<file path="src/sv/sis_pkg.sv">
// ----------------------------------------------------------------------------
// sis_pkg: shared types and constants for the stable insertion sorter
// Holds list size, value width, cell control struct and the sequencer states.
// ----------------------------------------------------------------------------
package sis_pkg;

	localparam int MAX_ENTRIES = 32;
	localparam int VALUE_WIDTH = 32;
	localparam int MIN_EMIT    = 2;
	localparam int POS_W       = 5;
	localparam int IDX_W       = (MAX_ENTRIES > 1) ? $clog2(MAX_ENTRIES) : 1;
	localparam int CNT_W       = $clog2(MAX_ENTRIES + 1);

	typedef logic signed [VALUE_WIDTH-1:0] value_t;
	typedef logic [CNT_W-1:0]              count_t;
	typedef logic [IDX_W-1:0]              idx_t;
	typedef logic [POS_W-1:0]              pos_t;

	// per-cell control from the sequencer
	typedef struct packed {
		logic insert;    // insertion cycle
		logic rotate;    // output transfer: rotate occupied cells by one
		logic occupied;  // cell index below the current count
		logic at_count;  // cell index equals the current count (first free)
	} cell_ctrl_t;

	typedef enum logic {
		ST_IDLE,
		ST_EMIT
	} state_t;

endpackage

</file>
<file path="src/sv/sis_if.sv">
// ----------------------------------------------------------------------------
// sis_if: valid/ready channels of the stable insertion sorter
// Input channel carries a value and a start flag; output channel one element.
// ----------------------------------------------------------------------------
interface sis_in_if import sis_pkg::*; ();
	logic   valid;
	logic   ready;
	value_t value;
	logic   start_new;

	modport source (output valid, value, start_new, input ready);
	modport sink   (input valid, value, start_new, output ready);
endinterface

interface sis_out_if import sis_pkg::*; ();
	logic   valid;
	logic   ready;
	value_t sorted_value;
	pos_t   position;
	logic   last;
	logic   overflow;

	modport source (output valid, sorted_value, position, last, overflow, input ready);
	modport sink   (input valid, sorted_value, position, last, overflow, output ready);
endinterface

</file>
<file path="src/sv/stable_insertion_sorter.sv">
// ----------------------------------------------------------------------------
// stable_insertion_sorter: kept ascending list with stable insertion
// Inserts one signed value per input transfer, then streams out the list.
// ----------------------------------------------------------------------------
// The list lives in a row of MAX_ENTRIES cells. On an input transfer every
// cell compares against the new value at once and the larger entries move up
// by one place. When the list then holds two or more entries, it is streamed
// out one element per output transfer, lowest first, by rotating the occupied
// cells toward cell 0, which restores the list after a full pass. All elements
// leave through the single output port of the cell row; input is held off
// until the last element has transferred. A start flag empties the list first;
// a value arriving at a full list is dropped and the list is sent again with
// overflow set on every element.
// ----------------------------------------------------------------------------
module stable_insertion_sorter import sis_pkg::*; (
	input  logic            clk,
	input  logic            arst_n,
	sis_in_if.sink          din,
	sis_out_if.source       dout
);

	state_t     state_q, state_d;
	count_t     count_q, count_d;
	idx_t       pos_q, pos_d;
	logic       ovf_q, ovf_d;

	logic       in_xfer, out_xfer, is_last;
	count_t     eff_count, occ_count;
	logic       full;

	value_t     cell_value  [MAX_ENTRIES];
	logic       cell_larger [MAX_ENTRIES];
	cell_ctrl_t cell_ctrl   [MAX_ENTRIES];

	assign din.ready  = (state_q == ST_IDLE);
	assign in_xfer    = din.valid && din.ready;
	assign out_xfer   = dout.valid && dout.ready;

	assign eff_count  = din.start_new ? '0 : count_q;
	assign full       = (eff_count == CNT_W'(MAX_ENTRIES));
	assign occ_count  = (state_q == ST_IDLE) ? eff_count : count_q;
	assign is_last    = (CNT_W'(pos_q) == count_q - CNT_W'(1));

	assign dout.valid        = (state_q == ST_EMIT);
	assign dout.sorted_value = cell_value[0];
	assign dout.position     = POS_W'(pos_q);
	assign dout.last         = is_last;
	assign dout.overflow     = ovf_q;

	for (genvar i = 0; i < MAX_ENTRIES; i++) begin : g_cell
		value_t left_v, right_v;
		logic   left_l;

		if (i == 0) begin : g_head
			assign left_v = din.value;
			assign left_l = 1'b0;
		end else begin : g_body
			assign left_v = cell_value[i-1];
			assign left_l = cell_larger[i-1];
		end

		if (i == MAX_ENTRIES - 1) begin : g_tail
			assign right_v = cell_value[0];
		end else begin : g_mid
			// last occupied cell wraps to the head
			assign right_v = (CNT_W'(i) == count_q - CNT_W'(1)) ? cell_value[0]
			                                                     : cell_value[i+1];
		end

		always_comb begin
			cell_ctrl[i].insert   = in_xfer && !full;
			cell_ctrl[i].rotate   = out_xfer;
			cell_ctrl[i].occupied = (CNT_W'(i) < occ_count);
			cell_ctrl[i].at_count = (CNT_W'(i) == occ_count);
		end

		sis_cell u_cell (
			.clk         (clk),
			.ctrl        (cell_ctrl[i]),
			.new_value   (din.value),
			.left_value  (left_v),
			.left_larger (left_l),
			.right_value (right_v),
			.value       (cell_value[i]),
			.larger      (cell_larger[i])
		);
	end

	always_ff @(posedge clk or negedge arst_n) begin
		if (!arst_n) begin
			state_q <= ST_IDLE;
			count_q <= '0;
			pos_q   <= '0;
			ovf_q   <= 1'b0;
		end else begin
			state_q <= state_d;
			count_q <= count_d;
			pos_q   <= pos_d;
			ovf_q   <= ovf_d;
		end
	end

	always_comb begin
		state_d = state_q;
		count_d = count_q;
		pos_d   = pos_q;
		ovf_d   = ovf_q;
		case (state_q)
			ST_IDLE: begin
				if (in_xfer) begin
					count_d = full ? eff_count : eff_count + CNT_W'(1);
					ovf_d   = full;
					pos_d   = '0;
					if (count_d >= CNT_W'(MIN_EMIT)) begin
						state_d = ST_EMIT;
					end
				end
			end
			ST_EMIT: begin
				if (out_xfer) begin
					pos_d = pos_q + IDX_W'(1);
					if (is_last) begin
						state_d = ST_IDLE;
					end
				end
			end
			default: begin
				state_d = ST_IDLE;
			end
		endcase
	end

endmodule

</file>
<file path="src/sv/sis_cell.sv">
// ----------------------------------------------------------------------------
// sis_cell: one slot of the sorted list
// Compares its entry with the incoming value, takes the left neighbor's entry
// or the new value on insertion, and takes the right neighbor's on rotation.
// ----------------------------------------------------------------------------
module sis_cell import sis_pkg::*; (
	input  logic       clk,
	input  cell_ctrl_t ctrl,
	input  value_t     new_value,
	input  value_t     left_value,
	input  logic       left_larger,
	input  value_t     right_value,
	output value_t     value,
	output logic       larger
);

	value_t value_q;

	// strictly greater keeps equal entries ahead of the new one
	assign larger = ctrl.occupied && (value_q > new_value);
	assign value  = value_q;

	always_ff @(posedge clk) begin
		if (ctrl.insert) begin
			if (left_larger) begin
				value_q <= left_value;
			end else if (larger || ctrl.at_count) begin
				value_q <= new_value;
			end
		end else if (ctrl.rotate && ctrl.occupied) begin
			value_q <= right_value;
		end
	end

endmodule
</file>
<file path="src/flat_wrapper.sv">
// flat-port wrapper written by rule: the top's interface ports become plain ports
module stable_insertion_sorter_flat import sis_pkg::*;
  (clk, arst_n, din_valid, din_value, din_start_new, din_ready, dout_valid, dout_sorted_value, dout_position, dout_last, dout_overflow, dout_ready);
  sis_in_if din_i ();
  sis_out_if dout_i ();
  input  logic clk;
  input  logic arst_n;
  input wire logic [$bits(din_i.valid)-1:0] din_valid;
  input wire logic [$bits(din_i.value)-1:0] din_value;
  input wire logic [$bits(din_i.start_new)-1:0] din_start_new;
  output wire logic [$bits(din_i.ready)-1:0] din_ready;
  output wire logic [$bits(dout_i.valid)-1:0] dout_valid;
  output wire logic [$bits(dout_i.sorted_value)-1:0] dout_sorted_value;
  output wire logic [$bits(dout_i.position)-1:0] dout_position;
  output wire logic [$bits(dout_i.last)-1:0] dout_last;
  output wire logic [$bits(dout_i.overflow)-1:0] dout_overflow;
  input wire logic [$bits(dout_i.ready)-1:0] dout_ready;
  assign din_i.valid = din_valid;
  assign din_i.value = din_value;
  assign din_i.start_new = din_start_new;
  assign din_ready = din_i.ready;
  assign dout_valid = dout_i.valid;
  assign dout_sorted_value = dout_i.sorted_value;
  assign dout_position = dout_i.position;
  assign dout_last = dout_i.last;
  assign dout_overflow = dout_i.overflow;
  assign dout_i.ready = dout_ready;
  stable_insertion_sorter u_core (.clk(clk), .arst_n(arst_n), .din(din_i), .dout(dout_i));
endmodule
</file>
<file path="config.mk">
export PLATFORM = sky130hd
export DESIGN_NAME = stable_insertion_sorter_flat
export DESIGN_NICKNAME = d
export VERILOG_FILES = /design/src/sv/sis_pkg.sv /design/src/sv/sis_if.sv /design/src/sv/stable_insertion_sorter.sv /design/src/sv/sis_cell.sv /design/src/flat_wrapper.sv
export SDC_FILE = /design/constraint.sdc
export NUM_CORES = 2
export LEC_CHECK = 0
export BUFFER_PORTS_ARGS = -buffer_cell sky130_fd_sc_hd__buf_2
export CAP_MARGIN = 20
export CORE_MARGIN = 2
export CORE_UTILIZATION = 40
export CTS_BUF_LIST = sky130_fd_sc_hd__clkbuf_4 sky130_fd_sc_hd__clkbuf_8 sky130_fd_sc_hd__clkbuf_16
export DETAILED_ROUTE_END_ITERATION = 10
export SLEW_MARGIN = 10
export SYNTH_ARGS = -nofsm -noshare
export SYNTH_HDL_FRONTEND = slang
export SYNTH_SLANG_ARGS = --single-unit
</file>
<file path="constraint.sdc">
create_clock -name clk -period 5.8 [get_ports clk]
set_input_delay 0.87 -clock clk [delete_from_list [all_inputs] [get_ports clk]]
set_output_delay 0.87 -clock clk [all_outputs]
set_load 0.1 [all_outputs]
</file>
* Word-level counts from Yosys, hierarchy flattened *
Index checks and enable logic that the tools add are counted.

operators by class
  eq/ne operators = 98
  div/mod/pow operators = 0
  reduce and logical (&&, ||, !) cells = 168
  mux-type cells = 169
  bitwise logic cells = 1
  magnitude comparators = 65
  $add $sub $neg = 3
  $mul = 0
  shifts and indexed selects = 0

operators with widths
  cell                   number
  $mux W32               158
  $gt A32 B32 Y1         32
  $eq A5 B6 Y1 const A   31
  $eq A4 B6 Y1 const A   16
  $lt A5 B6 Y1 const A   16
  $ne A3 B3 Y1 const B   31
  $logic_and A1 B1 Y1    67
  $reduce_and A2 Y1      33
  $reduce_bool A2 Y1     32
  $eq A3 B6 Y1 const A   8
  $lt A4 B6 Y1 const A   8
  $logic_or A1 B1 Y1     32
  $eq A2 B6 Y1 const A   4
  $lt A3 B6 Y1 const A   4
  $mux W6                3
  $eq A1 B6 Y1 const A   2
  $logic_not A6 Y1       2
  $lt A1 B6 Y1 const A   2
  $lt A2 B6 Y1 const A   2
  $mux W5                2
  $pmux W5 S2            1
  $add A6 B1 Y6 const B  1
  $eq A5 B6 Y1           1
  $eq A6 B6 Y1 const B   1
  other kinds (10)       15

storage, ports and cells
  bits in writable memories = 0
  flip-flop bits (word level) = 1037
  output and inout port bits = 41
  memories = 0
  memory bits (read-only) = 0
  latch bits = 0

* Depth between registers and ports, before layout *
  word-level depth = 8
  depth in mapped cells = 14

* Cells and area by module *
From an unflattened synthesis, not the netlist that was laid out.

second synthesis, totals
  cells, all modules = 10004
  area, all modules = 93657.3 um2

by module, submodules not included
  module                   cells each  times used  sequential area each (um2)  area each (um2)
  sis_cell                 266         32          960.9                       2486.1
  stable_insertion_sorter  1492        1           325.3                       14101.0

* Worst setup path before layout *
OpenSTA, ideal clock, no wires.

  kind = input-to-reg
  start = input port din_value[25]
  end = register u_core.g_cell[23].u_cell.value_q[0] (enable)
  slack = -0.789 ns
  arrival = 6.123 ns
  stages on the path = 14
  data required time = 5.334 ns
  cell sequence = buf_2 > clkbuf_1 > inv_1 > ha_1 > a21o_1 > a221o_1 > a221oi_1 > o21ai_1 > or3b_1 > o21ai_2 > buf_6 > buf_8 > nor3_1 > o21ai_0

between the ends
  longest elaborated chain between the ends = 5
  elaborated cells on any way between the ends = 7
  classes of those cells = order compare: 2; eq/ne: 1; reduce/logical: 4

ends and longest elaborated chain
  item                             RTL line           source
  from (decl)                      flat_wrapper.sv:9  input wire logic [$bits(din_i.value)-1:0] din_value;
  $gt A32 B32 Y1                   sis_cell.sv:20     assign larger = ctrl.occupied && (value_q > new_value);
  $logic_and A1 B1 Y1              sis_cell.sv:20
  $logic_or A1 B1 Y1               sis_cell.sv:27     end else if (larger || ctrl.at_count) begin
  $ne A3 B3 Y1 (no line) (*)       --
  $reduce_and A2 Y1 (no line) (*)  --
  to (signal assigned)             sis_cell.sv:26     value_q <= left_value;
  to (signal assigned)             sis_cell.sv:28     value_q <= new_value;
  to (signal assigned)             sis_cell.sv:31     value_q <= right_value;
  to (decl)                        sis_cell.sv:17     value_t value_q;

Mark *: on every way between the ends. The rest lies on a longest branch, timed or not.
A chain may end at the register's enable or synchronous reset.

* Worst setup path in the final report *
  start = register u_core.count_q[1]
  end = output port dout_last

between the ends
  longest elaborated chain between the ends = 2

ends and longest elaborated chain
  item                    RTL line                       source
  from (decl)             stable_insertion_sorter.sv:23  count_t count_q, count_d;
  from (signal assigned)  stable_insertion_sorter.sv:97  count_q <= count_d;
  $sub A6 B1 Y6           stable_insertion_sorter.sv:42  assign is_last = (CNT_W'(pos_q) == count_q - CNT_W'(1));
  $eq A5 B6 Y1            stable_insertion_sorter.sv:42
  to (decl)               flat_wrapper.sv:15             output wire logic [$bits(dout_i.last)-1:0] dout_last;

Every way passes these cells.

==> impl_metrics.env <==
export IMPL_cts_sinks=1037
export IMPL_clockBufferDepth=3
export IMPL_drv_cap=0
export IMPL_multi_input_area_um2=52900
export IMPL_grt_setup_unrepaired="no"
export IMPL_synth_area_per_cell_um2=10.3
export IMPL_min_period_over_period_pct=86.2
export IMPL_hold_viol=0
export IMPL_post_cts_buffers=0
export IMPL_final_setup_tns_ns=0
export IMPL_vdd_drop_max_mv=0.510
export IMPL_start_kind="flip-flop"
export IMPL_ys_types=102
export IMPL_groute_usage_overall_pct=32.0
export IMPL_synth_edf_count=1024
export IMPL_max_slew_margin_pct=16.2
export IMPL_gp_congestion=0.955
export IMPL_grt_max_degree=229
export IMPL_hold_path_class="in2reg"
export IMPL_cp_end_kind="output pin"
export IMPL_drt_total_wl_mm=369
export IMPL_grt_overflow=0
export IMPL_area_delta_synth_final_pct=10.2
export IMPL_fin_area_um2=96100
export IMPL_cts_tree="yes"
export IMPL_yosysTopAreaCell="edfxtp_1"
export IMPL_die_w_um=471
export IMPL_fin_ws_ns=0.798
export IMPL_antenna_found_initial=15
export IMPL_numCtsBuffers=133
export IMPL_nFillCells=20400
export IMPL_vias_per_cell=6.71
export IMPL_avgRoutedWirePerCell_um=32.8
export IMPL_dr_pass1_iters=6
export IMPL_synth_ff_type="edfxtp_1"
export IMPL_final_util_pct=44.3
export IMPL_hpwlAfterDp_mm=261
export IMPL_power_leakage_uw=0.0366
export IMPL_drive_above_1_share_pct=16.4
export IMPL_final_nets=9372
export IMPL_root_buffer="clkbuf_16"
export IMPL_dpl_cell_area_um2=91700
export IMPL_yosys_top_cells_area="edfxtp_1 35%, ha_1 15%, mux2i_1 12%"
export IMPL_htreeDepth=4
export IMPL_seqCellArea_um2=31100
export IMPL_yosys_warnings=0
export IMPL_status="finished, final reports clean"
export IMPL_synth_nets=9494
export IMPL_grt_pass1_wl_mm=522
export IMPL_p_per_area_nw_per_um2=398
export IMPL_maxSlewViolCount=0
export IMPL_path_max_fanout=12
export IMPL_ys_ff_latch=1037
export IMPL_critPathRequiredTime_ns=4.93
export IMPL_dpl_worst_slack_ns=0.464
export IMPL_async_flop_share_pct=1.25
export IMPL_finalCriticalPeriod_ns=5.00
export IMPL_setup_viol=0
export IMPL_ios=78
export IMPL_synth_cells=8424
export IMPL_crit_type="reg2out"
export IMPL_vias=75600
export IMPL_crit_arrival_ns=4.13
export IMPL_port_buffers=77
export IMPL_synth_top_area_share_pct=35.3
export IMPL_worst_pin_slew_ns=1.25
export IMPL_clk_latency_ns=0.82
export IMPL_first_global_vias=72100
export IMPL_antenna_left=0
export IMPL_drc=0
export IMPL_std_cell_rows=171
export IMPL_ys_seq_area_share_pct=35.6
export IMPL_clock_fmax_mhz=200
export IMPL_core_area_um2=217000
export IMPL_clk_pin_slew_ns=0.06
export IMPL_finClkSkew_ns=0.0277
export IMPL_die_height_um=471
export IMPL_start_util_pct=40.2
export IMPL_drt_iter0_drc=10700
export IMPL_die_area_um2=222000
export IMPL_synth_area_um2=87200
state kept, by name, summed over array words and instances (netlist names):
| signal | flops |
|---|---|
| u_core.count_q | 6 |
| u_core.dout.position | 5 |
| u_core.dout.valid | 1 |
| u_core.g_cell.u_cell.value | 1024 |
| u_core.dout.overflow | 1 |
kinds of logic after synthesis:
logic type	synth area share, %
AND/OR/NAND/NOR	11.1
AO/OA/AOI/OAI	14.8
multiplexers	19.0
flip-flops	35.6
adder cells (fa/ha/maj)	14.8
buffers and inverters	4.60
XOR/XNOR	0.139
cells in the mapped netlist, types with 20 or more instances:
cell,instances
buf_2,185
nor2b_1,38
nor3_1,412
a221o_1,65
o21ai_1,219
nor2_1,329
and4_1,22
nand2_1,667
a221oi_2,82
buf_4,113
edfxtp_1,1024
inv_1,100
nor4_1,47
mux2_1,71
clkbuf_1,361
o21ai_0,339
and2_1,51
o22ai_1,20
mux2i_1,1067
nand4_1,213
nand2b_1,23
a221oi_1,298
ha_1,1033
a211oi_1,43
mux2_2,440
nand3_1,124
a21o_1,84
buf_1,35
a21oi_1,589
o211ai_1,49
cell type report:
type                       instances  share of cell area (%)
tap                             2854                    3.72
clock buffer                     176                    3.96
antenna                           13                  0.0339
multi-input combinational       6564                    55.1
clock inverter                    56                   0.426
sequential                      1037                    32.3
timing repair buffer             465                    4.03
inverter                         101                   0.395
critical path, stage by stage (launching register included):
cell	delay, ns
dfrtp_1	0.70
inv_1	0.32
ha_1	0.37
and2b_1	0.27
nor2_1	0.40
xor2_1	0.19
nand3_1	0.09
nor4b_2	0.43
buf_2	0.53
what timing repair did:
action,CTS,global route
hold buffers,1,0
endpoints found under the hold margin,13,0
gates resized for setup,0,0
where the power goes:
part | internal [µW] | switching [µW]
logic | 5410 | 12400
registers | 10600 | 1400
clock network | 4850 | 3570
stage by stage:
| stage | power [µW] | std cells | hold slack (ns) |
|---|---|---|---|
| 2_1_floorplan | 23200 | 8424 | 0.551 |
| 3_3_place_gp | 29000 | 11000 | 0.481 |
| 3_5_place_dp | 29300 | 11000 | 0.480 |
| 4_1_cts | 37700 | 11200 | 0.355 |
| 5_1_grt | 39500 | 11300 | 0.392 |
| 6_report | 38300 | 11300 | 0.396 |
routing by layer:
layer | track usage (%) | up-vias | wire [µm]
li1 | - | 32600 | -
met2 | 47.1 | 4776 | 156000
met5 | 0 | - | 49
met4 | 18.5 | 6 | 23400
met1 | 43.2 | 37300 | 149000
met3 | 7.05 | 941 | 40700
path summary, 6_finish.rpt:
path / start / endpoint / cells past startpoint / slack [ns]
worst max-delay path: u_core.count_q[1] / dout_last / 8 / 0.80
worst min-delay path: dout_ready / u_core.dout.valid / 3 / 0.40
worst max register to register: u_core.count_q[1] / u_core.g_cell[26].u_cell.value[16] / 11 / 1.02
worst min register to register: u_core.dout.overflow / u_core.dout.overflow / 2 / 0.49
max in group asynchronous: arst_n / u_core.dout.position[0] / 2 / 5.02
min in group asynchronous: arst_n / u_core.dout.overflow / 2 / 0.54
cells in the final DEF (no fill, tap or decap), types with 124 or more instances in the layout:
cell          n
buf_4       342
mux2_2      440
nand3_1     124
nand4_1     213
o21ai_1     214
nand2_1     664
ha_1       1033
o21ai_0     332
clkbuf_16   141
a221oi_1    298
edfxtp_1   1024
a21oi_1     586
mux2i_1    1067
nor3_1      412
nor2_1      296
(Power assumes the default switching activity.)
